File: src/design/esiq_pkg.sv
// ----------------------------------------------------------------------------
// esiq_pkg
// Shared widths, codes and types of the encoder and switch input qualifier.
// ----------------------------------------------------------------------------
package esiq_pkg;

  localparam int COUNT_WIDTH     = 16;
  localparam int VALUE_WIDTH     = 16;
  localparam int FIELD_WIDTH     = 16;
  localparam int OUT_COUNT_WIDTH = 16;
  localparam int STEP_WIDTH      = 8;
  localparam int HOLD_WIDTH      = 10;
  localparam int ELAPSED_WIDTH   = 11;
  localparam int APB_ADDR_WIDTH  = 4;
  localparam int APB_DATA_WIDTH  = 32;

  localparam int PROD_WIDTH = COUNT_WIDTH + STEP_WIDTH + 1;
  localparam int SUM_WIDTH  = ((PROD_WIDTH > VALUE_WIDTH + 1) ? PROD_WIDTH : VALUE_WIDTH + 1) + 1;

  localparam logic signed [COUNT_WIDTH-1:0] COUNT_MAX = {1'b0, {(COUNT_WIDTH-1){1'b1}}};
  localparam logic signed [COUNT_WIDTH-1:0] COUNT_MIN = {1'b1, {(COUNT_WIDTH-1){1'b0}}};
  localparam logic [ELAPSED_WIDTH-1:0]      ELAPSED_MAX = '1;

  localparam logic [HOLD_WIDTH-1:0] ENC_HOLDOFF_RST = HOLD_WIDTH'(2);
  localparam logic [HOLD_WIDTH-1:0] BUTTON_HOLD_RST = HOLD_WIDTH'(2);
  localparam logic [HOLD_WIDTH-1:0] IDLE_HOLD_RST   = HOLD_WIDTH'(200);

  typedef enum logic {
    OP_SAMPLE = 1'b0,
    OP_TAKE   = 1'b1
  } op_t;

  typedef enum logic [1:0] {
    REG_ENC_HOLDOFF = 2'd0,
    REG_BUTTON_HOLD = 2'd1,
    REG_IDLE_HOLD   = 2'd2
  } reg_idx_t;

  typedef struct packed {
    logic [HOLD_WIDTH-1:0] enc_holdoff;
    logic [HOLD_WIDTH-1:0] button_hold;
    logic [HOLD_WIDTH-1:0] idle_hold;
  } cfg_t;

  // Per-cycle control toward the state-holding units
  typedef struct packed {
    logic sample;
    logic take;
    logic primed;
  } tick_ctrl_t;

  typedef struct packed {
    op_t                    operation;
    logic                   pin_a;
    logic                   pin_b;
    logic                   push_pin_n;
    logic                   idle_pin_n;
    logic [FIELD_WIDTH-1:0] start_value;
    logic [FIELD_WIDTH-1:0] lower_limit;
    logic [FIELD_WIDTH-1:0] upper_limit;
    logic [STEP_WIDTH-1:0]  step_size;
  } in_item_t;

endpackage

File: src/design/esiq_in_if.sv
// ----------------------------------------------------------------------------
// esiq_in_if
// Input item channel: valid/ready handshake with sample or take payload.
// ----------------------------------------------------------------------------
interface esiq_in_if;
  import esiq_pkg::*;

  logic                   valid;
  logic                   ready;
  logic                   operation;
  logic                   pin_a;
  logic                   pin_b;
  logic                   push_pin_n;
  logic                   idle_pin_n;
  logic [FIELD_WIDTH-1:0] start_value;
  logic [FIELD_WIDTH-1:0] lower_limit;
  logic [FIELD_WIDTH-1:0] upper_limit;
  logic [STEP_WIDTH-1:0]  step_size;

  modport source (
    output valid, operation, pin_a, pin_b, push_pin_n, idle_pin_n,
           start_value, lower_limit, upper_limit, step_size,
    input  ready
  );

  modport sink (
    input  valid, operation, pin_a, pin_b, push_pin_n, idle_pin_n,
           start_value, lower_limit, upper_limit, step_size,
    output ready
  );

endinterface

File: src/design/esiq_out_if.sv
// ----------------------------------------------------------------------------
// esiq_out_if
// Result item channel: valid/ready handshake with qualified states and count.
// ----------------------------------------------------------------------------
interface esiq_out_if;
  import esiq_pkg::*;

  logic                              valid;
  logic                              ready;
  logic                              push_pressed;
  logic                              idle_active;
  logic signed [OUT_COUNT_WIDTH-1:0] step_count;
  logic                              has_steps;
  logic        [FIELD_WIDTH-1:0]     bounded_value;

  modport source (
    output valid, push_pressed, idle_active, step_count, has_steps, bounded_value,
    input  ready
  );

  modport sink (
    input  valid, push_pressed, idle_active, step_count, has_steps, bounded_value,
    output ready
  );

endinterface

File: src/design/esiq_cfg_regs.sv
// ----------------------------------------------------------------------------
// esiq_cfg_regs
// APB register bank: encoder hold-off and the two switch hold times.
// ----------------------------------------------------------------------------
module esiq_cfg_regs (
  input  logic                                clk,
  input  logic                                rst_n,
  input  logic                                psel,
  input  logic                                penable,
  input  logic                                pwrite,
  input  logic [esiq_pkg::APB_ADDR_WIDTH-1:0] paddr,
  input  logic [esiq_pkg::APB_DATA_WIDTH-1:0] pwdata,
  output logic [esiq_pkg::APB_DATA_WIDTH-1:0] prdata,
  output logic                                pready,
  output esiq_pkg::cfg_t                      cfg
);
  import esiq_pkg::*;

  cfg_t     cfg_r;
  cfg_t     cfg_nxt;
  reg_idx_t reg_idx;
  logic     wr_en;

  assign pready  = 1'b1;
  assign reg_idx = reg_idx_t'(paddr[APB_ADDR_WIDTH-1:2]);
  assign wr_en   = psel & penable & pwrite & pready;
  assign cfg     = cfg_r;

  always_comb begin
    cfg_nxt = cfg_r;
    if (wr_en) begin
      unique case (reg_idx)
        REG_ENC_HOLDOFF: cfg_nxt.enc_holdoff = pwdata[HOLD_WIDTH-1:0];
        REG_BUTTON_HOLD: cfg_nxt.button_hold = pwdata[HOLD_WIDTH-1:0];
        REG_IDLE_HOLD:   cfg_nxt.idle_hold   = pwdata[HOLD_WIDTH-1:0];
        default: ;
      endcase
    end
  end

  always_ff @(posedge clk) begin
    if (!rst_n) begin
      cfg_r.enc_holdoff <= ENC_HOLDOFF_RST;
      cfg_r.button_hold <= BUTTON_HOLD_RST;
      cfg_r.idle_hold   <= IDLE_HOLD_RST;
    end else begin
      cfg_r <= cfg_nxt;
    end
  end

  always_comb begin
    unique case (reg_idx)
      REG_ENC_HOLDOFF: prdata = APB_DATA_WIDTH'(cfg_r.enc_holdoff);
      REG_BUTTON_HOLD: prdata = APB_DATA_WIDTH'(cfg_r.button_hold);
      REG_IDLE_HOLD:   prdata = APB_DATA_WIDTH'(cfg_r.idle_hold);
      default:         prdata = '0;
    endcase
  end

endmodule

File: src/design/esiq_debounce.sv
// ----------------------------------------------------------------------------
// esiq_debounce
// One switch qualifier: raw level, hold counter and qualified state.
// ----------------------------------------------------------------------------
module esiq_debounce (
  input  logic                            clk,
  input  logic                            rst_n,
  input  esiq_pkg::tick_ctrl_t            ctrl,
  input  logic                            pin_n,
  input  logic [esiq_pkg::HOLD_WIDTH-1:0] hold,
  output logic                            stable
);
  import esiq_pkg::*;

  logic                     raw_r;
  logic                     raw_nxt;
  logic                     stable_r;
  logic                     stable_nxt;
  logic [ELAPSED_WIDTH-1:0] elapsed_r;
  logic [ELAPSED_WIDTH-1:0] elapsed_nxt;
  logic [ELAPSED_WIDTH-1:0] elapsed_inc;
  logic                     level_now;

  assign level_now   = ~pin_n;
  assign elapsed_inc = (elapsed_r == ELAPSED_MAX) ? elapsed_r : elapsed_r + 1'b1;

  always_comb begin
    raw_nxt     = raw_r;
    elapsed_nxt = elapsed_inc;
    if (!ctrl.primed) begin
      raw_nxt = level_now;
    end else if (raw_r != level_now) begin
      // restart the hold window on every raw change
      raw_nxt     = level_now;
      elapsed_nxt = '0;
    end
    stable_nxt = (elapsed_nxt > ELAPSED_WIDTH'(hold)) ? raw_nxt : stable_r;
  end

  // take items leave the switch state alone
  assign stable = ctrl.sample ? stable_nxt : stable_r;

  always_ff @(posedge clk) begin
    if (!rst_n) begin
      raw_r     <= 1'b0;
      stable_r  <= 1'b0;
      elapsed_r <= ELAPSED_MAX;
    end else if (ctrl.sample) begin
      raw_r     <= raw_nxt;
      stable_r  <= stable_nxt;
      elapsed_r <= elapsed_nxt;
    end
  end

endmodule

File: src/design/esiq_quad.sv
// ----------------------------------------------------------------------------
// esiq_quad
// Quadrature step counter: A-phase edge detect, hold-off and saturating count.
// ----------------------------------------------------------------------------
module esiq_quad (
  input  logic                                    clk,
  input  logic                                    rst_n,
  input  esiq_pkg::tick_ctrl_t                    ctrl,
  input  logic                                    pin_a,
  input  logic                                    pin_b,
  input  logic [esiq_pkg::HOLD_WIDTH-1:0]         holdoff,
  output logic signed [esiq_pkg::COUNT_WIDTH-1:0] count_cur,
  output logic signed [esiq_pkg::COUNT_WIDTH-1:0] count_rpt
);
  import esiq_pkg::*;

  logic                          phase_r;
  logic                          phase_nxt;
  logic signed [COUNT_WIDTH-1:0] count_r;
  logic signed [COUNT_WIDTH-1:0] count_nxt;
  logic [ELAPSED_WIDTH-1:0]      elapsed_r;
  logic [ELAPSED_WIDTH-1:0]      elapsed_nxt;
  logic [ELAPSED_WIDTH-1:0]      elapsed_inc;

  assign elapsed_inc = (elapsed_r == ELAPSED_MAX) ? elapsed_r : elapsed_r + 1'b1;

  always_comb begin
    phase_nxt   = phase_r;
    count_nxt   = count_r;
    elapsed_nxt = elapsed_inc;
    if (!ctrl.primed) begin
      phase_nxt = pin_a;
    end else if (pin_a != phase_r) begin
      phase_nxt = pin_a;
      if (elapsed_inc > ELAPSED_WIDTH'(holdoff)) begin
        // direction: new phase differing from B counts up
        if (pin_a != pin_b) begin
          if (count_r != COUNT_MAX) begin
            count_nxt = count_r + 1'b1;
          end
        end else if (count_r != COUNT_MIN) begin
          count_nxt = count_r - 1'b1;
        end
        elapsed_nxt = '0;
      end
    end
  end

  assign count_cur = count_r;
  assign count_rpt = ctrl.take ? count_r : count_nxt;

  always_ff @(posedge clk) begin
    if (!rst_n) begin
      phase_r   <= 1'b0;
      count_r   <= '0;
      elapsed_r <= ELAPSED_MAX;
    end else if (ctrl.sample) begin
      phase_r   <= phase_nxt;
      count_r   <= count_nxt;
      elapsed_r <= elapsed_nxt;
    end else if (ctrl.take) begin
      count_r <= '0;
    end
  end

endmodule

File: src/design/esiq_bound.sv
// ----------------------------------------------------------------------------
// esiq_bound
// Bounded add: start plus count times step, clamped in the direction of travel.
// ----------------------------------------------------------------------------
module esiq_bound (
  input  logic signed [esiq_pkg::COUNT_WIDTH-1:0] count,
  input  logic        [esiq_pkg::STEP_WIDTH-1:0]  step_size,
  input  logic        [esiq_pkg::FIELD_WIDTH-1:0] start_value,
  input  logic        [esiq_pkg::FIELD_WIDTH-1:0] lower_limit,
  input  logic        [esiq_pkg::FIELD_WIDTH-1:0] upper_limit,
  output logic        [esiq_pkg::FIELD_WIDTH-1:0] bounded_value
);
  import esiq_pkg::*;

  logic signed [PROD_WIDTH-1:0] prod;
  logic signed [SUM_WIDTH-1:0]  start_s;
  logic signed [SUM_WIDTH-1:0]  lower_s;
  logic signed [SUM_WIDTH-1:0]  upper_s;
  logic signed [SUM_WIDTH-1:0]  sum;
  logic signed [SUM_WIDTH-1:0]  result;
  logic [VALUE_WIDTH-1:0]       start_v;
  logic [VALUE_WIDTH-1:0]       lower_v;
  logic [VALUE_WIDTH-1:0]       upper_v;

  assign start_v = VALUE_WIDTH'(start_value);
  assign lower_v = VALUE_WIDTH'(lower_limit);
  assign upper_v = VALUE_WIDTH'(upper_limit);

  assign start_s = SUM_WIDTH'({1'b0, start_v});
  assign lower_s = SUM_WIDTH'({1'b0, lower_v});
  assign upper_s = SUM_WIDTH'({1'b0, upper_v});

  assign prod = PROD_WIDTH'(count) * PROD_WIDTH'($signed({1'b0, step_size}));
  assign sum  = start_s + SUM_WIDTH'(prod);

  always_comb begin
    priority if (prod > 0 && sum > upper_s) begin
      result = upper_s;
    end else if (prod < 0 && sum < lower_s) begin
      result = lower_s;
    end else begin
      result = sum;
    end
  end

  assign bounded_value = FIELD_WIDTH'(result[VALUE_WIDTH-1:0]);

endmodule

File: src/design/encoder_switch_input_qualifier.sv
// ----------------------------------------------------------------------------
// encoder_switch_input_qualifier
// Quadrature encoder counter with hold-off and two debounced switch inputs.
// ----------------------------------------------------------------------------
// The block takes one item per clock cycle, sustained, unless the output
// stalls with both registers full. An accepted item is held in an input
// register, where the encoder, switch and bounded-add logic evaluate it
// against the current state and update that state as the item advances;
// its result is then loaded into the output register and offered there.
// A stalled output holds the result and the input register, and the input
// side stalls only when both are full. Sample items advance time by one
// tick; take items read and clear the count without advancing time.
// ----------------------------------------------------------------------------
module encoder_switch_input_qualifier (
  input  logic                                clk,
  input  logic                                rst_n,
  esiq_in_if.sink                             in_if,
  esiq_out_if.source                          out_if,
  input  logic                                psel,
  input  logic                                penable,
  input  logic                                pwrite,
  input  logic [esiq_pkg::APB_ADDR_WIDTH-1:0] paddr,
  input  logic [esiq_pkg::APB_DATA_WIDTH-1:0] pwdata,
  output logic [esiq_pkg::APB_DATA_WIDTH-1:0] prdata,
  output logic                                pready
);
  import esiq_pkg::*;

  cfg_t       cfg;
  tick_ctrl_t ctrl;

  logic     in_fire;
  logic     out_open;
  logic     adv;

  logic     s1_valid_r;
  logic     s1_valid_nxt;
  in_item_t s1_item_r;
  in_item_t in_item;

  logic     primed_r;
  logic     primed_nxt;

  logic                          push_stable;
  logic                          idle_stable;
  logic signed [COUNT_WIDTH-1:0] count_cur;
  logic signed [COUNT_WIDTH-1:0] count_rpt;
  logic [FIELD_WIDTH-1:0]        bound_val;

  logic                              out_valid_r;
  logic                              out_valid_nxt;
  logic                              out_push_r;
  logic                              out_idle_r;
  logic signed [OUT_COUNT_WIDTH-1:0] out_count_r;
  logic                              out_has_r;
  logic [FIELD_WIDTH-1:0]            out_bound_r;

  // handshake
  assign out_open    = !out_valid_r || out_if.ready;
  assign adv         = s1_valid_r && out_open;
  assign in_if.ready = !s1_valid_r || out_open;
  assign in_fire     = in_if.valid && in_if.ready;

  always_comb begin
    in_item.operation   = op_t'(in_if.operation);
    in_item.pin_a       = in_if.pin_a;
    in_item.pin_b       = in_if.pin_b;
    in_item.push_pin_n  = in_if.push_pin_n;
    in_item.idle_pin_n  = in_if.idle_pin_n;
    in_item.start_value = in_if.start_value;
    in_item.lower_limit = in_if.lower_limit;
    in_item.upper_limit = in_if.upper_limit;
    in_item.step_size   = in_if.step_size;
  end

  assign s1_valid_nxt  = in_fire || (s1_valid_r && !adv);
  assign out_valid_nxt = adv || (out_valid_r && !out_if.ready);

  assign ctrl.sample = adv && (s1_item_r.operation == OP_SAMPLE);
  assign ctrl.take   = adv && (s1_item_r.operation == OP_TAKE);
  assign ctrl.primed = primed_r;

  assign primed_nxt = primed_r || ctrl.sample;

  always_ff @(posedge clk) begin
    if (!rst_n) begin
      s1_valid_r  <= 1'b0;
      out_valid_r <= 1'b0;
      primed_r    <= 1'b0;
    end else begin
      s1_valid_r  <= s1_valid_nxt;
      out_valid_r <= out_valid_nxt;
      primed_r    <= primed_nxt;
    end
  end

  always_ff @(posedge clk) begin
    if (in_fire) begin
      s1_item_r <= in_item;
    end
  end

  esiq_cfg_regs u_cfg (
    .clk     (clk),
    .rst_n   (rst_n),
    .psel    (psel),
    .penable (penable),
    .pwrite  (pwrite),
    .paddr   (paddr),
    .pwdata  (pwdata),
    .prdata  (prdata),
    .pready  (pready),
    .cfg     (cfg)
  );

  esiq_quad u_quad (
    .clk       (clk),
    .rst_n     (rst_n),
    .ctrl      (ctrl),
    .pin_a     (s1_item_r.pin_a),
    .pin_b     (s1_item_r.pin_b),
    .holdoff   (cfg.enc_holdoff),
    .count_cur (count_cur),
    .count_rpt (count_rpt)
  );

  esiq_debounce u_push (
    .clk    (clk),
    .rst_n  (rst_n),
    .ctrl   (ctrl),
    .pin_n  (s1_item_r.push_pin_n),
    .hold   (cfg.button_hold),
    .stable (push_stable)
  );

  esiq_debounce u_idle (
    .clk    (clk),
    .rst_n  (rst_n),
    .ctrl   (ctrl),
    .pin_n  (s1_item_r.idle_pin_n),
    .hold   (cfg.idle_hold),
    .stable (idle_stable)
  );

  esiq_bound u_bound (
    .count         (count_cur),
    .step_size     (s1_item_r.step_size),
    .start_value   (s1_item_r.start_value),
    .lower_limit   (s1_item_r.lower_limit),
    .upper_limit   (s1_item_r.upper_limit),
    .bounded_value (bound_val)
  );

  // result register
  always_ff @(posedge clk) begin
    if (adv) begin
      out_push_r  <= push_stable;
      out_idle_r  <= idle_stable;
      out_count_r <= OUT_COUNT_WIDTH'(count_rpt);
      out_has_r   <= (count_rpt != '0);
      out_bound_r <= ctrl.take ? bound_val : '0;
    end
  end

  assign out_if.valid         = out_valid_r;
  assign out_if.push_pressed  = out_push_r;
  assign out_if.idle_active   = out_idle_r;
  assign out_if.step_count    = out_count_r;
  assign out_if.has_steps     = out_has_r;
  assign out_if.bounded_value = out_bound_r;

`ifndef SYNTHESIS
  a_take_clears: assert property (@(posedge clk) disable iff (!rst_n)
    ctrl.take |=> (count_cur == '0))
    else $error("count not cleared after take item");

  a_stall_only_full: assert property (@(posedge clk) disable iff (!rst_n)
    !in_if.ready |-> (s1_valid_r && out_valid_r && !out_if.ready))
    else $error("input stalled while a stage was free");

  a_primed_sticks: assert property (@(posedge clk) disable iff (!rst_n)
    primed_r |=> primed_r)
    else $error("primed flag dropped");

  a_result_follows: assert property (@(posedge clk) disable iff (!rst_n)
    adv |=> out_valid_r)
    else $error("advanced item produced no result");
`endif

endmodule
File: src/flat_wrapper.sv
// flat-port wrapper written by rule: the top's interface ports become plain ports
module encoder_switch_input_qualifier_flat import esiq_pkg::*;
  (clk, rst_n, psel, penable, pwrite, paddr, pwdata, prdata, pready, in_if_valid, in_if_operation, in_if_pin_a, in_if_pin_b, in_if_push_pin_n, in_if_idle_pin_n, in_if_start_value, in_if_lower_limit, in_if_upper_limit, in_if_step_size, in_if_ready, out_if_valid, out_if_push_pressed, out_if_idle_active, out_if_step_count, out_if_has_steps, out_if_bounded_value, out_if_ready);
  esiq_in_if in_if_i ();
  esiq_out_if out_if_i ();
  input  logic clk;
  input  logic rst_n;
  input  logic psel;
  input  logic penable;
  input  logic pwrite;
  input  logic [esiq_pkg::APB_ADDR_WIDTH-1:0] paddr;
  input  logic [esiq_pkg::APB_DATA_WIDTH-1:0] pwdata;
  output logic [esiq_pkg::APB_DATA_WIDTH-1:0] prdata;
  output logic pready;
  input wire logic [$bits(in_if_i.valid)-1:0] in_if_valid;
  input wire logic [$bits(in_if_i.operation)-1:0] in_if_operation;
  input wire logic [$bits(in_if_i.pin_a)-1:0] in_if_pin_a;
  input wire logic [$bits(in_if_i.pin_b)-1:0] in_if_pin_b;
  input wire logic [$bits(in_if_i.push_pin_n)-1:0] in_if_push_pin_n;
  input wire logic [$bits(in_if_i.idle_pin_n)-1:0] in_if_idle_pin_n;
  input wire logic [$bits(in_if_i.start_value)-1:0] in_if_start_value;
  input wire logic [$bits(in_if_i.lower_limit)-1:0] in_if_lower_limit;
  input wire logic [$bits(in_if_i.upper_limit)-1:0] in_if_upper_limit;
  input wire logic [$bits(in_if_i.step_size)-1:0] in_if_step_size;
  output wire logic [$bits(in_if_i.ready)-1:0] in_if_ready;
  output wire logic [$bits(out_if_i.valid)-1:0] out_if_valid;
  output wire logic [$bits(out_if_i.push_pressed)-1:0] out_if_push_pressed;
  output wire logic [$bits(out_if_i.idle_active)-1:0] out_if_idle_active;
  output wire logic [$bits(out_if_i.step_count)-1:0] out_if_step_count;
  output wire logic [$bits(out_if_i.has_steps)-1:0] out_if_has_steps;
  output wire logic [$bits(out_if_i.bounded_value)-1:0] out_if_bounded_value;
  input wire logic [$bits(out_if_i.ready)-1:0] out_if_ready;
  assign in_if_i.valid = in_if_valid;
  assign in_if_i.operation = in_if_operation;
  assign in_if_i.pin_a = in_if_pin_a;
  assign in_if_i.pin_b = in_if_pin_b;
  assign in_if_i.push_pin_n = in_if_push_pin_n;
  assign in_if_i.idle_pin_n = in_if_idle_pin_n;
  assign in_if_i.start_value = in_if_start_value;
  assign in_if_i.lower_limit = in_if_lower_limit;
  assign in_if_i.upper_limit = in_if_upper_limit;
  assign in_if_i.step_size = in_if_step_size;
  assign in_if_ready = in_if_i.ready;
  assign out_if_valid = out_if_i.valid;
  assign out_if_push_pressed = out_if_i.push_pressed;
  assign out_if_idle_active = out_if_i.idle_active;
  assign out_if_step_count = out_if_i.step_count;
  assign out_if_has_steps = out_if_i.has_steps;
  assign out_if_bounded_value = out_if_i.bounded_value;
  assign out_if_i.ready = out_if_ready;
  encoder_switch_input_qualifier u_core (.clk(clk), .rst_n(rst_n), .in_if(in_if_i), .out_if(out_if_i), .psel(psel), .penable(penable), .pwrite(pwrite), .paddr(paddr), .pwdata(pwdata), .prdata(prdata), .pready(pready));
endmodule
File: config.mk
export PLATFORM = sky130hd
export DESIGN_NAME = encoder_switch_input_qualifier_flat
export DESIGN_NICKNAME = d
export VERILOG_FILES = /design/src/design/esiq_pkg.sv /design/src/design/esiq_in_if.sv /design/src/design/esiq_out_if.sv /design/src/design/esiq_cfg_regs.sv /design/src/design/esiq_debounce.sv /design/src/design/esiq_quad.sv /design/src/design/esiq_bound.sv /design/src/design/encoder_switch_input_qualifier.sv /design/src/flat_wrapper.sv
export SDC_FILE = /design/constraint.sdc
export NUM_CORES = 1
export LEC_CHECK = 0
export BUFFER_PORTS_ARGS = -buffer_cell sky130_fd_sc_hd__buf_4
export CORE_ASPECT_RATIO = 0.9
export CORE_MARGIN = 3
export CORE_UTILIZATION = 45
export DETAILED_ROUTE_END_ITERATION = 16
export PLACE_DENSITY_LB_ADDON = 0.1
export SYNTH_ARGS = -nofsm -noshare
export SYNTH_HDL_FRONTEND = slang
export SYNTH_SLANG_ARGS = --single-unit
File: constraint.sdc
create_clock -name clk -period 11.75 [get_ports clk]
set_input_delay 0 -clock clk [delete_from_list [all_inputs] [get_ports clk]]
set_output_delay 0 -clock clk [all_outputs]
set_load 0.01 [all_outputs]
======== After elaboration in Yosys (flattened, before gate mapping) ========
Index checks and enable logic that the tools add are counted.
word-level totals
  register bits ........................... 183
  latch bits .............................. 0
  RAM bits ................................ 0
  bits in read-only memories .............. 0
  input port bits ......................... 104
  output and inout bits ................... 70
  logic and storage cells ................. 116
  memories kept ........................... 0
operators by class
  $add $sub $neg .......................... 6
  $mul .................................... 1
  div/mod/pow operators ................... 0
  $lt $le $gt $ge ......................... 7
  equality and inequality tests ........... 12
  shift-type cells ........................ 0
  muxes and demuxes ....................... 32
  bitwise logic cells ..................... 5
  reduce and logical (&&, ||, !) cells .... 24
operators with widths
  cell                                                                           count
  16-bit 2-to-1 mux                                                              11
  11-bit 2-to-1 mux                                                              10
  11-bit by 1-bit adder with 11-bit output, second input constant                3
  11-bit equality test, second input constant                                    3
  11-bit by 10-bit > comparator with 1-bit output                                3
  16-bit != test, second input constant                                          2
  10-bit case mux with 3 select lines                                            1
  17-bit by 25-bit adder with 26-bit output                                      1
  26-bit by 17-bit > comparator with 1-bit output                                1
  26-bit by 17-bit less-than comparator with 1-bit output                        1
  25-bit by 1-bit > comparator with 1-bit output, second input constant          1
  25-bit by 1-bit less-than comparator with 1-bit output, second input constant  1
  16-bit by 9-bit multiplier with 25-bit output                                  1
  16-bit by 1-bit adder with 16-bit output, second input constant                1
  16-bit nonzero test                                                            1
  16-bit by 1-bit subtractor with 16-bit output, second input constant           1
  1-bit 2-to-1 mux                                                               10
  1-bit logical AND                                                              8
  2-bit AND reduction                                                            4
  1-bit logical OR                                                               5
  1-bit zero test                                                                4
  1-bit != test                                                                  4
  1-bit inverter                                                                 3
  1-bit AND                                                                      2
  5 further kinds                                                                5

======== Longest topological paths before layout ========
Gate-level depths: netlist (run 1).
  depth after elaboration ................. 8
  depth in mapped cells ................... 36

======== By module ========
A second synthesis (run 1) with hierarchy kept.
second synthesis, totals
  cells, all modules ...................... 1869
  area total of the unflattened synthesis .. 16982.5 sq um
modules (own cells, without submodules)
  module                          times used  cells an instance  area an instance (sq um)  sequential area each (sq um)
  esiq_bound                      1           914                7225.7                    0.0
  encoder_switch_input_qualifier  1           132                3203.1                    2942.8
  esiq_quad                       1           355                2811.4                    560.5
  esiq_cfg_regs                   1           175                1531.5                    600.6
  esiq_debounce (u_core.u_push)   1           148                1127.3                    260.2
  esiq_debounce (u_core.u_idle)   1           145                1083.5                    260.2

======== Least setup slack after synthesis (run 1) ========
Ideal clock, no wire load.
  path kind ............................... register -> register
  start ................................... reg u_core.u_quad.count_r[4], in the netlist u_core.u_quad.count_cur[4]
  end ..................................... reg u_core.out_bound_r[5], in the netlist u_core.out_if.bounded_value[5], data pin
  data arrival time ....................... 7.207 ns
  required time ........................... 11.489 ns
  setup slack ............................. 4.282 ns
  stages on the path, launching flop included .. 34
  path through ............................ dfxtp_1 -> clkbuf_1 -> clkbuf_1 -> nand2_1 -> fa_1 -> fa_1 -> inv_1 -> fa_1 -> fa_1 -> ha_1 -> a21o_1 -> a31oi_2 -> and2_1 -> xnor2_1 -> ha_1 -> clkbuf_1 -> nand4_1 -> o22ai_1 -> a2111oi_0 -> a21oi_1 -> o21a_1 -> nor2_1 -> xnor2_1 -> ha_1 -> a21oi_1 -> o211ai_1 -> a211oi_1 -> o21a_1 -> o21ai_0 -> o21a_1 -> buf_4 -> buf_6 -> mux2i_1 -> a21oi_1
on the way
  longest elaborated chain between the ends .. 6
  elaborated cells between the ends (all ways) .. 10
RTL lines
  what                                                     RTL line                               text
  start: declaration                                       esiq_quad.sv:19                        logic signed [COUNT_WIDTH-1:0] count_r;
  start signal: assignment                                 esiq_quad.sv:59                        count_r <= count_nxt;
  16-bit by 9-bit multiplier with 25-bit output (*)        esiq_bound.sv:33                       assign prod = PROD_WIDTH'(count) * PROD_WIDTH'($signed({1'b0, step_size}));
  17-bit by 25-bit adder with 26-bit output                esiq_bound.sv:34                       assign sum = start_s + SUM_WIDTH'(prod);
  26-bit by 17-bit less-than comparator with 1-bit output  esiq_bound.sv:39                       end else if (prod < 0 && sum < lower_s) begin
  1-bit logical AND                                        esiq_bound.sv:39
  16-bit 2-to-1 mux                                        esiq_bound.sv:39
  16-bit 2-to-1 mux (*)                                    esiq_bound.sv:37                       priority if (prod > 0 && sum > upper_s) begin
  end signal: assignment                                   encoder_switch_input_qualifier.sv:161  out_bound_r <= ctrl.take ? bound_val : '0;
  end: declaration                                         encoder_switch_input_qualifier.sv:56   logic [FIELD_WIDTH-1:0] out_bound_r;
Every way passes the cells marked *; elsewhere a longest branch is shown, timed or not.
A chain may end at the register's enable or synchronous reset.

======== Worst setup path after layout (run 1) ========
  start ................................... reg u_core.s1_item_r[2] (netlist name)
  end ..................................... reg u_core.out_bound_r[6], in the netlist u_core.out_if.bounded_value[6], data pin
on the way
  longest elaborated chain between the ends .. 6
  elaborated cells between the ends (all ways) .. 10
RTL lines
  what                                                     RTL line                              text
  start: declaration                                       encoder_switch_input_qualifier.sv:38  in_item_t s1_item_r;
  start signal: assignment                                 encoder_switch_input_qualifier.sv:99  s1_item_r <= in_item;
  16-bit by 9-bit multiplier with 25-bit output (*)        esiq_bound.sv:33
  17-bit by 25-bit adder with 26-bit output                esiq_bound.sv:34
  26-bit by 17-bit less-than comparator with 1-bit output  esiq_bound.sv:39
  1-bit logical AND                                        esiq_bound.sv:39
  16-bit 2-to-1 mux                                        esiq_bound.sv:39
  16-bit 2-to-1 mux (*)                                    esiq_bound.sv:37
Marks and branches as above.

==> reports/metrics.csv, run 1 <==
stage,metric,value,unit
outcome,run_status,"finished, final reports clean",
yosys,synth_most_common_cell,sky130_fd_sc_hd__inv_1,
power,combPwrFrac,22.7,%
critical_path,setup.worst_path.start_class,register,
power,power.switching,0.537,mW
critical_path,critical-path-top-cell-by-count,sky130_fd_sc_hd__o21ai_0,
cts,cts.clk_slew.worst_paths,80,ps
critical_path,ff2ff_setup_slack,2730,ps
die,die_h,186,um
sta,fin_tns_setup,0,ps
hold_path,min-delay-path-class,primary input to register,
global_routing,grt_max_degree,88,
sta,count_of_endpoints_failing_setup_in_the_final_report,0,
yosys,synthAdderAreaFrac,23.4,%
route,routed_wire_length_per_instance,16.4,um
critical_path,critical_path_peak_fanout,32,
global_routing,global_route_wire_length_before_repair,66.2,mm
die,floorplan.die_area,38200,um^2
job,max_cap_violations,0,
sta,rsz0062_at_grt,no,
route,dr_total_vias,13000,
critical_path,startpoint,u_core.s1_item_r[2],
cts,cts_buffer_count,17,
yosys,synth_xor_area_share,3.85,%
critical_path,worst_setup_path_endpoint,u_core.out_if.bounded_value[6],
critical_path,cp_slowest_stage_delay,1000,ps
cts,maximum_count_of_clock_buffers_along_a_single_path,2,
critical_path,crit_required,12070,ps
cts,postCtsSetupRepairBufs,0,
yosys,synth-edff-count,96,
critical_path,critPathSlowestCell,sky130_fd_sc_hd__o31ai_4,
finish,multiInputGateArea,10200,um^2
yosys,post-synth-top-area-fraction,17.8,%
die,fp-row-count,65,
cts,cts-resized-gates,0,
global_routing,total_global_route_track_usage,21.7,%
yosys,yosysTopAreaCell,sky130_fd_sc_hd__edfxtp_1,
die,initial_utilization,45.9,%
power,power_leakage,8.66,nW
route,sum_of_routed_wire_length_over_all_layers,40.3,mm
critical_path,critPathKind,register to register,
yosys,netlist_instances,1832,
sta,hold_viol,0,
finish,layoutNonFillerInstCount,2460,
power,peakVddDrop,0.138,mV
critical_path,worst_r2r_path_depth,31,
critical_path,path_delay_family,compound AO/OA/AOI/OAI gates,
sta,finalMaxSlewViolations,0,
power,intPower,1.16,mW
yosys,syn_area_per_cell,8.82,um^2
cts,clock_insertion_delay_worst_skew,470,ps
cts,cts-root-buf,sky130_fd_sc_hd__clkbuf_16,
cts,cts_hold_buffers,74,
cts,clock-sinks,183,
critical_path,worst_flop_to_flop_path_startpoint,u_core.s1_item_r[2],
route,post_drt_via_cell_ratio,5.29,
yosys,synth.top_cells.by_count,"236 x sky130_fd_sc_hd__inv_1, 209 x sky130_fd_sc_hd__nand2_1, 137 x sky130_fd_sc_hd__ha_1, 104 x sky130_fd_sc_hd__a21oi_1, 103 x sky130_fd_sc_hd__fa_1",
yosys,synth_top_flop_cell,sky130_fd_sc_hd__edfxtp_1,
sta,finalCriticalPeriod,9020,ps
sta,timing.max_slew.rel_slack,18.5,%
finish,final.fill_count,3281,
yosys,yosys_warnings,0,
place,dp.final_hpwl,30.5,mm
sta,finalClockSkew,17.5,ps
power,clock_power_share,34.4,%
sta,finalCritPeriodShare,76.8,%
route,drc_errors,0,
yosys,synth_top_family_by_area,adder cells,
finish,layout-drive-gt1-share,9.25,%
die,die_width,206,um
yosys,ys_async_sr_fraction,0,%
route,final_antenna_net_count,0,
cts,cts_htree_levels,4,
yosys,ys_top_cells_by_area,"sky130_fd_sc_hd__edfxtp_1 18%, sky130_fd_sc_hd__fa_1 13%, sky130_fd_sc_hd__dfxtp_1 11%",
global_routing,antenna_found_initial,2,
power,netSwitchingFraction,31.6,%
yosys,synth-simple-area-share,18.0,%
yosys,ys_seq_elements,183,
finish,sequential_cell_area,4620,um^2
critical_path,r2r-end,u_core.out_if.bounded_value[6],
cts,cts_tree,yes,
critical_path,cp.buffers_inverters,4,
yosys,synth.cell_area,16200,um^2
power,powerDensity,91.1,nW/um^2
route,count_of_tritonroute_iterations_in_the_first_routing_pass,5,
finish,fin_nets,2320,
critical_path,worstSetupPathDepth,31,
yosys,cell_variety_after_synth,82,
critical_path,cp_data_arrival_time,9340,ps
sta,maxClockFrequency,0.111,GHz
place,io_buffer_count,126,
power,power_share_of_the_sequential_group,42.9,%
yosys,synth.yosys.seq_area_share,28.6,%
place,place.gp.congestion,0.875,
die,top_level_ports,174,
global_routing,gr-total-overflow,0,
place,placed_cells,2352,
yosys,synth_compound_gate_area_share,14.5,%
die,core_region_area,35200,um^2
route,initialDrtViolationCount,757,
sta,tightest_slew,1220,ps
global_routing,vias_in_the_first_global_route,12700,
finish,area_growth,15.5,%
yosys,synthMuxAreaShare,3.04,%
critical_path,worst_setup_path_end_kind,register,
## sequential cells by signal, summed over array words and instances, names as in the netlist
signal / cells
u_core.u_cfg.cfg: 30
u_core.u_idle.stable_r: 1
u_core.u_quad.phase_r: 1
u_core.out_if.idle_active: 1
u_core.u_push.raw_r: 1
u_core.out_if.has_steps: 1
u_core.u_idle.raw_r: 1
u_core.out_if.valid: 1
u_core.u_idle.elapsed_r: 11
u_core.u_push.elapsed_r: 11
u_core.u_quad.count_cur: 16
u_core.out_if.step_count: 16
u_core.out_if.bounded_value: 16
u_core.primed_r: 1
u_core.u_quad.elapsed_r: 11
u_core.out_if.push_pressed: 1
u_core.s1_valid_r: 1
u_core.u_push.stable_r: 1
u_core.s1_item_r: 61
## cell type report
type                    count  area share, %
multi-input cells        1331           54.8
flip-flops and latches    183           24.8
repair buffers            207           9.32
inverters                 236           4.75
well taps                 469           3.14
clock buffers              18           2.35
clock inverters            14          0.825
diodes                      2         0.0268
## per-layer routing
metal | GRT usage (%) | vias to the layer above | wire [um]
li1 | - | 6487 | -
met1 | 32.5 | 6200 | 20500
met2 | 32.1 | 287 | 17100
met3 | 4.23 | 42 | 1950
met4 | 6.11 | 0 | 723
met5 | 0 | - | 0
## logic make-up (layout without fill, tap and decap cells)
family                     after synthesis  in the layout
AOI/OAI and AO/OA                      366            366
xor gates and xnor gates                71             71
adders and majority gates              240            240
buffers and inverters                  339            475
DFF                                    183            183
muxes                                   49             49
other                                    2             25
and+or+nand+nor                        582            582
## worst register-to-register path, delay by kind of cell, from the launching register on
| family | cells | cell delay, ps |
|---|---|---|
| compound gates | 13 | 3250 |
| xor+xnor | 2 | 510 |
| fa+ha+maj | 7 | 3180 |
| buf+inv | 4 | 250 |
| flops | 1 | 740 |
| simple gates | 5 | 940 |
## worst min path at each step
stage                          startpoint                    to  slack [ps]  cells past startpoint
finish                              rst_n  u_core.u_cfg.cfg[11]          80                      2
global route                        rst_n  u_core.u_cfg.cfg[11]          80                      2
CTS                                 rst_n  u_core.u_cfg.cfg[11]          40                      2
detailed placement   in_if_upper_limit[1]   u_core.s1_item_r[9]         180                      1
global placement    in_if_lower_limit[12]  u_core.s1_item_r[36]         180                      1
floorplan              in_if_step_size[0]   u_core.s1_item_r[0]         100                      0
## metrics by stage
step | setup WS, ps | cell area [um^2] | util [%] | total power, mW | hold WS (ps)
after floorplan | 4280 | 16200 | - | 1.00 | 98.9
after global placement | 2840 | 17300 | 49.2 | 1.10 | 179
after detailed placement | 2830 | 17300 | 49.2 | 1.11 | 179
after CTS | 2680 | 18700 | 53.0 | 1.72 | 42.8
after global routing | 2140 | 18700 | 53.0 | 1.80 | 78.8
final | 2730 | 18700 | 53.0 | 1.70 | 76.5
## cell usage in the layout (no fill, tap or decap), types with 17 or more instances in the layout
cell	instances
sky130_fd_sc_hd__o211ai_1	23
sky130_fd_sc_hd__inv_1	235
sky130_fd_sc_hd__mux2i_1	48
sky130_fd_sc_hd__ha_1	137
sky130_fd_sc_hd__o21a_1	29
sky130_fd_sc_hd__buf_4	133
sky130_fd_sc_hd__edfxtp_1	96
sky130_fd_sc_hd__o21ai_0	82
sky130_fd_sc_hd__clkbuf_16	17
sky130_fd_sc_hd__nor2b_1	38
sky130_fd_sc_hd__fa_1	103
sky130_fd_sc_hd__nand2_1	209
sky130_fd_sc_hd__and2_1	82
sky130_fd_sc_hd__a21o_1	17
sky130_fd_sc_hd__a21oi_1	103
sky130_fd_sc_hd__xnor2_1	39
sky130_fd_sc_hd__dlygate4sd3_1	74
sky130_fd_sc_hd__nor3_1	22
sky130_fd_sc_hd__conb_1	23
sky130_fd_sc_hd__or3_1	17
sky130_fd_sc_hd__nand4_1	30
sky130_fd_sc_hd__nor2_1	71
sky130_fd_sc_hd__dfxtp_1	87
sky130_fd_sc_hd__a21boi_0	28
sky130_fd_sc_hd__xor2_1	32
sky130_fd_sc_hd__nand3_1	49
## power groups by stage
stage | clock, mW | sequential, mW | combinational (mW)
after CTS | 0.601 | 0.730 | 0.385
after floorplan | 0 | 0.734 | 0.267
after global routing | 0.626 | 0.734 | 0.437
after global placement | 0 | 0.744 | 0.355
after detailed placement | 0 | 0.744 | 0.362
final | 0.585 | 0.730 | 0.385
Note: power is estimated with default switching activity, not from simulation.
==> run 2, diff against run 1 <==
--- a/config.mk
+++ b/config.mk
@@ -5,6 +5,7 @@
 export SDC_FILE = /design/constraint.sdc
 export NUM_CORES = 1
 export LEC_CHECK = 0
+export ABC_AREA = 1
 export BUFFER_PORTS_ARGS = -buffer_cell sky130_fd_sc_hd__buf_4
 export CORE_ASPECT_RATIO = 0.9
 export CORE_MARGIN = 3
==> constraint.sdc (replaced) <==
create_clock -name clk -period 8.1 [get_ports clk]
set_input_delay 0 -clock clk [delete_from_list [all_inputs] [get_ports clk]]
set_output_delay 0 -clock clk [all_outputs]
set_load 0.01 [all_outputs]
==> run 2 against run 1 <==
Against the previous run:
- critical path depth rose by 1
- power rose by 49%
- critical endpoint is now u_core.out_if.bounded_value[10]
- maximum frequency rose by 23%
==> reports/metrics.csv, run 2 <==
stage,metric,value,unit,change
outcome,run_status,"finished, final reports clean",,
die,initial_utilization,45.7,%,-0.22 points
yosys,post-synth-top-area-fraction,17.4,%,-0.43 points
cts,cts_tree,yes,,
critical_path,r2r-end,u_core.out_if.bounded_value[10],,
critical_path,critical-path-top-cell-by-count,sky130_fd_sc_hd__nand2_1,,
hold_path,hold_end,u_core.u_cfg.cfg[21],,
hold_path,min-delay-path-class,primary input to register,,
finish,design_area,19300,um^2,+3.6%
sta,timing.max_slew.rel_slack,38.9,%,+20 points
finish,layout-drive-gt1-share,9.23,%,-0.021 points
critical_path,critPathSlowestCell,sky130_fd_sc_hd__dfxtp_1,,
cts,cts_htree_levels,4,,unchanged
die,top_level_ports,174,,unchanged
sta,finalCriticalPeriod,7320,ps,-1700 ps
yosys,synth.yosys.seq_area_share,27.9,%,-0.68 points
route,routed_wire_length_per_instance,14.7,um,-10%
finish,final.fill_count,3499,,+6.6%
cts,cts-root-buf,sky130_fd_sc_hd__clkbuf_16,,
finish,mostFrequentLayoutCells,"512 x sky130_fd_sc_hd__nand2_1, 468 x sky130_fd_sc_hd__inv_1, 155 x sky130_fd_sc_hd__buf_4",,
finish,antenna-diode-count,0,,-2
place,pre_cts_slack,448,ps,-2380 ps
global_routing,global_route_wire_length_before_repair,71.0,mm,+7.3%
route,final_antenna_net_count,0,,unchanged
place,placed_cells,2779,,+18%
route,dr_total_vias,14700,,+13%
power,power_leakage,10.2,nW,+17%
job,max_cap_violations,0,,unchanged
global_routing,vias_in_the_first_global_route,14200,,+12%
yosys,synth-edff-count,96,,unchanged
route,sum_of_routed_wire_length_over_all_layers,42.7,mm,+6.1%
critical_path,worst_r2r_path_depth,32,,+3.2%
hold_path,hp-start,penable,,
critical_path,setup.worst_path.start_class,register,,
place,place.gp.congestion,0.898,,+2.6%
global_routing,grt_max_degree,62,,-30%
route,initialDrtViolationCount,968,,+28%
cts,clock-sinks,183,,unchanged
yosys,yosysTopAreaCell,sky130_fd_sc_hd__edfxtp_1,,
cts,cts_buffer_count,17,,unchanged
critical_path,path_delay_family,adder cells,,
critical_path,crit_required,8320,ps,-3750 ps
hold_path,worst_hold_path.num_cells,4,,+2
place,placed_area,17800,um^2,+2.8%
finish,registers.top_by_ff_count,u_core.s1_item_r,,
sta,count_of_endpoints_failing_setup_in_the_final_report,0,,unchanged
finish,largest_register_ffs,61,,unchanged
place,dp.final_hpwl,32.3,mm,+5.9%
cts,cts.clk_slew.worst_paths,80,ps,about the same
global_routing,total_global_route_track_usage,22.1,%,+0.37 points
yosys,yosys_warnings,0,,unchanged
sta,hold_viol,0,,unchanged
power,peakVddDrop,0.122,mV,-11%
sta,setup_slack,776,ps,-1950 ps
sta,finalMaxSlewViolations,0,,unchanged
sta,fin_tns_setup,0,ps,unchanged
die,core_region_area,36300,um^2,+2.9%
critical_path,cp_slowest_stage_delay,590,ps,-410 ps
yosys,ys_top_cells_by_area,"sky130_fd_sc_hd__edfxtp_1 17%, sky130_fd_sc_hd__fa_1 12%, sky130_fd_sc_hd__nand2_1 12%",,
sta,finalClockSkew,14.8,ps,-2.61 ps
die,die_width,208,um,+1.2%
die,floorplan.die_area,39100,um^2,+2.4%
yosys,synth.cell_area,16600,um^2,+2.4%
critical_path,critPathKind,register to register,,
sta,tightest_slew,916,ps,-307 ps
finish,layout.cells.most_common,sky130_fd_sc_hd__nand2_1,,
route,post_drt_via_cell_ratio,5.05,,-4.6%
yosys,synth.top_cells.by_count,"512 x sky130_fd_sc_hd__nand2_1, 469 x sky130_fd_sc_hd__inv_1, 144 x sky130_fd_sc_hd__a21oi_1, 137 x sky130_fd_sc_hd__ha_1, 137 x sky130_fd_sc_hd__nor2_1",,
die,die_h,188,um,+1.2%
route,count_of_tritonroute_iterations_in_the_first_routing_pass,6,,+1
yosys,syn_area_per_cell,7.40,um^2,-16%
global_routing,antenna_found_initial,0,,-2
finish,final_util,53.3,%,+0.35 points
global_routing,gr-total-overflow,0,,unchanged
yosys,ys_async_sr_fraction,0,%,unchanged
critical_path,cp.buffers_inverters,4,,unchanged
die,fp-row-count,66,,+1.5%
power,powerDensity,131,nW/um^2,+44%
critical_path,critical_path_peak_fanout,32,,unchanged
route,drc_errors,0,,unchanged
finish,area_growth,16.8,%,
sta,rsz0062_at_grt,no,,
critical_path,worst_setup_path_end_kind,register,,
place,io_buffer_count,126,,unchanged
yosys,synth_most_common_cell,sky130_fd_sc_hd__nand2_1,,
critical_path,startpoint,u_core.u_quad.count_cur[8],,
cts,maximum_count_of_clock_buffers_along_a_single_path,2,,unchanged
yosys,ys_seq_elements,183,,unchanged
finish,layoutNonFillerInstCount,2903,,+18%
yosys,netlist_instances,2237,,+22%
cts,clock_insertion_delay_worst_skew,470,ps,about the same
critical_path,worst_flop_to_flop_path_startpoint,u_core.u_quad.count_cur[8],,
finish,fin_nets,2758,,+19%
critical_path,ff2ff_setup_slack,780,ps,-1950 ps
yosys,synth_top_flop_cell,sky130_fd_sc_hd__edfxtp_1,,
yosys,cell_variety_after_synth,49,,-40%
sta,maxClockFrequency,0.137,GHz,+23%
critical_path,cp_data_arrival_time,7540,ps,-1800 ps
sta,finalCritPeriodShare,90.4,%,+14 points
run 2: worst max path at each step:
stage,slack [ps],cells past startpoint,endpoint
6_report,780,32,u_core.out_if.bounded_value[10]
5_1_grt,130,32,u_core.out_if.bounded_value[6]
4_1_cts,400,32,u_core.out_if.bounded_value[10]
3_5_place_dp,450,32,u_core.out_if.bounded_value[10]
3_3_place_gp,560,31,u_core.out_if.bounded_value[13]
2_1_floorplan,1520,34,u_core.out_if.bounded_value[10]
run 2: what timing repair did:
item                                    in CTS  in global routing
hold buffers                                78                  0
endpoints found under the setup margin       0                 16
gates resized for setup                      0                  8
buffers inserted                             0                 14
hold endpoints to repair                   110                  0
run 2: area by class of cell:
cell class	count	area (um^2)	area share (%)
sequential	183	4630	24.0
tap	476	596	3.08
clock inverter	12	120	0.621
inverter	473	1780	9.18
timing repair buffer	233	1940	10.1
clock buffer	20	500	2.59
multi-input combinational	1506	9770	50.5
run 2: through the flow:
| stage | power [mW] | hold WS, ps |
|---|---|---|
| final | 2.54 | 40.4 |
| after global routing | 2.69 | 83.8 |
| after CTS | 2.56 | 13.0 |
| after detailed placement | 1.63 | 179 |
| after global placement | 1.62 | 178 |
| after floorplan | 1.47 | 98.9 |
run 2: logic make-up (layout without fill, tap and decap cells):
| logic type | after synthesis | after routing | share of synthesized area, % |
|---|---|---|---|
| buffers and inverters | 569 | 738 | 13.6 |
| AO/OA/AOI/OAI | 327 | 327 | 11.0 |
| flip-flops | 183 | 183 | 27.9 |
| XOR/XNOR | 52 | 52 | 2.75 |
| adder cells (fa/ha/maj) | 240 | 240 | 22.8 |
| multiplexers | 1 | 1 | 0.0604 |
| other | 2 | 23 | 0.0454 |
| AND/OR/NAND/NOR | 863 | 863 | 21.8 |
run 2: where the power goes:
group	total, mW	internal [mW]	switching [mW]
Sequential	1.06	1.02	0.0316
Combinational	0.593	0.235	0.358
Clock	0.890	0.463	0.427
Total	2.54	1.72	0.817
run 2: worst min-delay path, cell delays in order:
cell,delay (ps)
sky130_fd_sc_hd__buf_4,110
sky130_fd_sc_hd__nand3_1,120
sky130_fd_sc_hd__nor2_1,100
sky130_fd_sc_hd__o211ai_1,150
run 2: layer usage:
layer	routed length (um)	track usage, %
met1	20600	31.4
met2	19300	35.5
met3	2110	3.51
met4	694	5.68
met5	0	0
==> run 3, diff against run 2 <==
--- a/config.mk
+++ b/config.mk
@@ -7,9 +7,11 @@
 export LEC_CHECK = 0
 export ABC_AREA = 1
 export BUFFER_PORTS_ARGS = -buffer_cell sky130_fd_sc_hd__buf_4
+export CELL_PAD_IN_SITES_DETAIL_PLACEMENT = 0
+export CELL_PAD_IN_SITES_GLOBAL_PLACEMENT = 1
 export CORE_ASPECT_RATIO = 0.9
 export CORE_MARGIN = 3
-export CORE_UTILIZATION = 45
+export CORE_UTILIZATION = 40
 export DETAILED_ROUTE_END_ITERATION = 16
 export PLACE_DENSITY_LB_ADDON = 0.1
 export SYNTH_ARGS = -nofsm -noshare
==> run 3 against run 2 <==
Against the previous run:
- register-to-register slack got worse by 100 ps
- non-clock buffer count grew 10
- final cell count rose by 2.5%
- sequential share of layout area shrank 0.17 points
- power decreased by 1.4%
- highest routed layer unchanged
==> reports/metrics.csv, run 3 (synthesis gave the netlist of run 2 again) <==
stage,metric,value,unit,change
critical_path,worst_setup_path_end_kind,register,,
die,top_level_ports,174,,unchanged
cts,maximum_count_of_clock_buffers_along_a_single_path,2,,unchanged
critical_path,critical_path_peak_fanout,20,,-38%
finish,layout.cells.most_common,sky130_fd_sc_hd__nand2_1,,
global_routing,vias_in_the_first_global_route,14400,,+1.2%
finish,largest_register_ffs,61,,unchanged
sta,rsz0062_at_grt,no,,
route,routed_wire_length_per_instance,14.9,um,+1.4%
power,powerDensity,129,nW/um^2,-2.0%
die,initial_utilization,40.7,%,-5.0 points
sta,hold_viol,0,,unchanged
route,count_of_tritonroute_iterations_in_the_first_routing_pass,5,,-1
global_routing,global_route_wire_length_before_repair,73.6,mm,+3.6%
critical_path,setup.worst_path.start_class,register,,
global_routing,gr-total-overflow,0,,unchanged
global_routing,grt_max_degree,62,,unchanged
finish,fin_nets,2768,,+0.36%
route,dr_total_vias,14400,,-1.8%
route,drc_errors,0,,unchanged
cts,cts_htree_levels,4,,unchanged
sta,fin_hold_ws,46.2,ps,+5.80 ps
hold_path,hold_end,u_core.u_cfg.cfg[11],,
sta,finalMaxSlewViolations,0,,unchanged
die,die_width,220,um,+5.9%
power,peakVddDrop,0.156,mV,+28%
die,fp-row-count,70,,+6.1%
place,place.gp.congestion,0.876,,-2.4%
cts,cts-root-buf,sky130_fd_sc_hd__clkbuf_16,,
global_routing,antenna_found_initial,0,,unchanged
power,fin_total_pwr,2.50,mW,-1.4%
sta,timing.max_slew.rel_slack,34.1,%,-4.9 points
finish,final.fill_count,4112,,+18%
sta,setup_slack,674,ps,-102 ps
critical_path,worst_flop_to_flop_path_startpoint,u_core.s1_item_r[3],,
die,floorplan.die_area,43900,um^2,+12%
route,sum_of_routed_wire_length_over_all_layers,44.4,mm,+4.0%
critical_path,critPathKind,register to register,,
sta,tightest_slew,982,ps,+65.7 ps
sta,count_of_endpoints_failing_setup_in_the_final_report,0,,unchanged
die,die_h,199,um,+5.9%
place,dp.final_hpwl,34.0,mm,+5.4%
critical_path,ff2ff_setup_slack,670,ps,-100 ps
finish,antenna-diode-count,0,,unchanged
sta,maxClockFrequency,0.135,GHz,-1.4%
sta,finalCriticalPeriod,7430,ps,+102 ps
sta,finalCritPeriodShare,91.7,%,+1.3 points
cts,clock-sinks,183,,unchanged
cts,cts_tree,yes,,
global_routing,total_global_route_track_usage,21.1,%,-1.0 points
route,initialDrtViolationCount,806,,-17%
critical_path,cp_data_arrival_time,7630,ps,+90 ps
route,post_drt_via_cell_ratio,4.83,,-4.3%
critical_path,worst_r2r_path_depth,34,,+6.3%
place,pre_cts_slack,514,ps,+66.3 ps
route,final_antenna_net_count,0,,unchanged
critical_path,r2r-end,u_core.out_if.bounded_value[9],,
finish,registers.top_by_ff_count,u_core.s1_item_r,,
job,max_cap_violations,0,,unchanged
place,placed_area,18000,um^2,+0.82%
critical_path,cp_slowest_stage_delay,540,ps,-50 ps
cts,cts_buffer_count,17,,unchanged
hold_path,hp-start,penable,,
outcome,run_status,"finished, final reports clean",,
sta,finalClockSkew,18.8,ps,+3.99 ps
die,core_region_area,40700,um^2,+12%
finish,mostFrequentLayoutCells,"512 x sky130_fd_sc_hd__nand2_1, 467 x sky130_fd_sc_hd__inv_1, 162 x sky130_fd_sc_hd__buf_4",,
critical_path,critPathSlowestCell,sky130_fd_sc_hd__fa_1,,
power,power_leakage,10.2,nW,+0.20%
cts,cts.clk_slew.worst_paths,70,ps,about the same
cts,clock_insertion_delay_worst_skew,470,ps,about the same
place,io_buffer_count,126,,unchanged
sta,fin_tns_setup,0,ps,unchanged
critical_path,crit_required,8310,ps,about the same
finish,layout-drive-gt1-share,9.44,%,+0.21 points
finish,design_area,19500,um^2,+0.68%
hold_path,worst_hold_path.num_cells,5,,+1
critical_path,critical-path-top-cell-by-count,sky130_fd_sc_hd__nand2_1,,
finish,area_growth,17.6,%,
hold_path,min-delay-path-class,primary input to register,,
## run 3: worst max path at each step
stage                        startpoint  slack (ps)  cells after the start                              end
finish              u_core.s1_item_r[3]         670                     34   u_core.out_if.bounded_value[9]
global route        u_core.s1_item_r[3]          30                     34   u_core.out_if.bounded_value[9]
floorplan           u_core.s1_item_r[2]        1520                     34  u_core.out_if.bounded_value[10]
global placement    u_core.s1_item_r[2]         660                     33  u_core.out_if.bounded_value[15]
detailed placement  u_core.s1_item_r[2]         510                     33  u_core.out_if.bounded_value[13]
CTS                 u_core.s1_item_r[2]         430                     33  u_core.out_if.bounded_value[13]
## run 3: per-layer routing
layer / GRT usage [%] / up-vias / share of wire [%]
li1: - / 7403 / -
met1: 29.6 / 6738 / 50
met2: 34.8 / 219 / 45
met3: 3.05 / 30 / 3.6
met4: 4.51 / 0 / 1.2
met5: 0 / - / 0
## run 3: stage by stage
stage / std cells / utilization [%]
6_report: 2977 / 47.8
4_1_cts: 2962 / 47.5
2_1_floorplan: 2258 / -
5_1_grt: 2977 / 47.8
3_3_place_gp: 2850 / 44.1
3_5_place_dp: 2850 / 44.1
## run 3: timing repair
action | in CTS | in global routing
hold buffers | 80 | 0
setup endpoints to repair | 0 | 16
buffers inserted | 0 | 15
gates resized for setup | 0 | 6
endpoints found under the hold margin | 98 | 0
## run 3: area by class of cell
cell class	instances	area (um^2)	share of cell area, %
well taps	540	676	3.47
clock buffers	22	500	2.57
repair buffers	243	2040	10.5
inverters	473	1780	9.12
clock inverters	10	78.8	0.405
multi-input cells	1506	9770	50.2
flip-flops and latches	183	4630	23.8
## run 3: worst max-delay path: cells and delay by family, from the launching register on
family	cells	cell delay (ps)
adder cells (fa/ha/maj)	7	3000
AND/OR/NAND/NOR	12	1380
flip-flops	1	530
XOR/XNOR	2	500
buffers and inverters	6	630
AO/OA/AOI/OAI	7	1090
## run 3: power breakdown
part / switching (mW) / internal (mW)
clock network: 0.403 / 0.447
registers: 0.0294 / 1.02
logic: 0.363 / 0.236
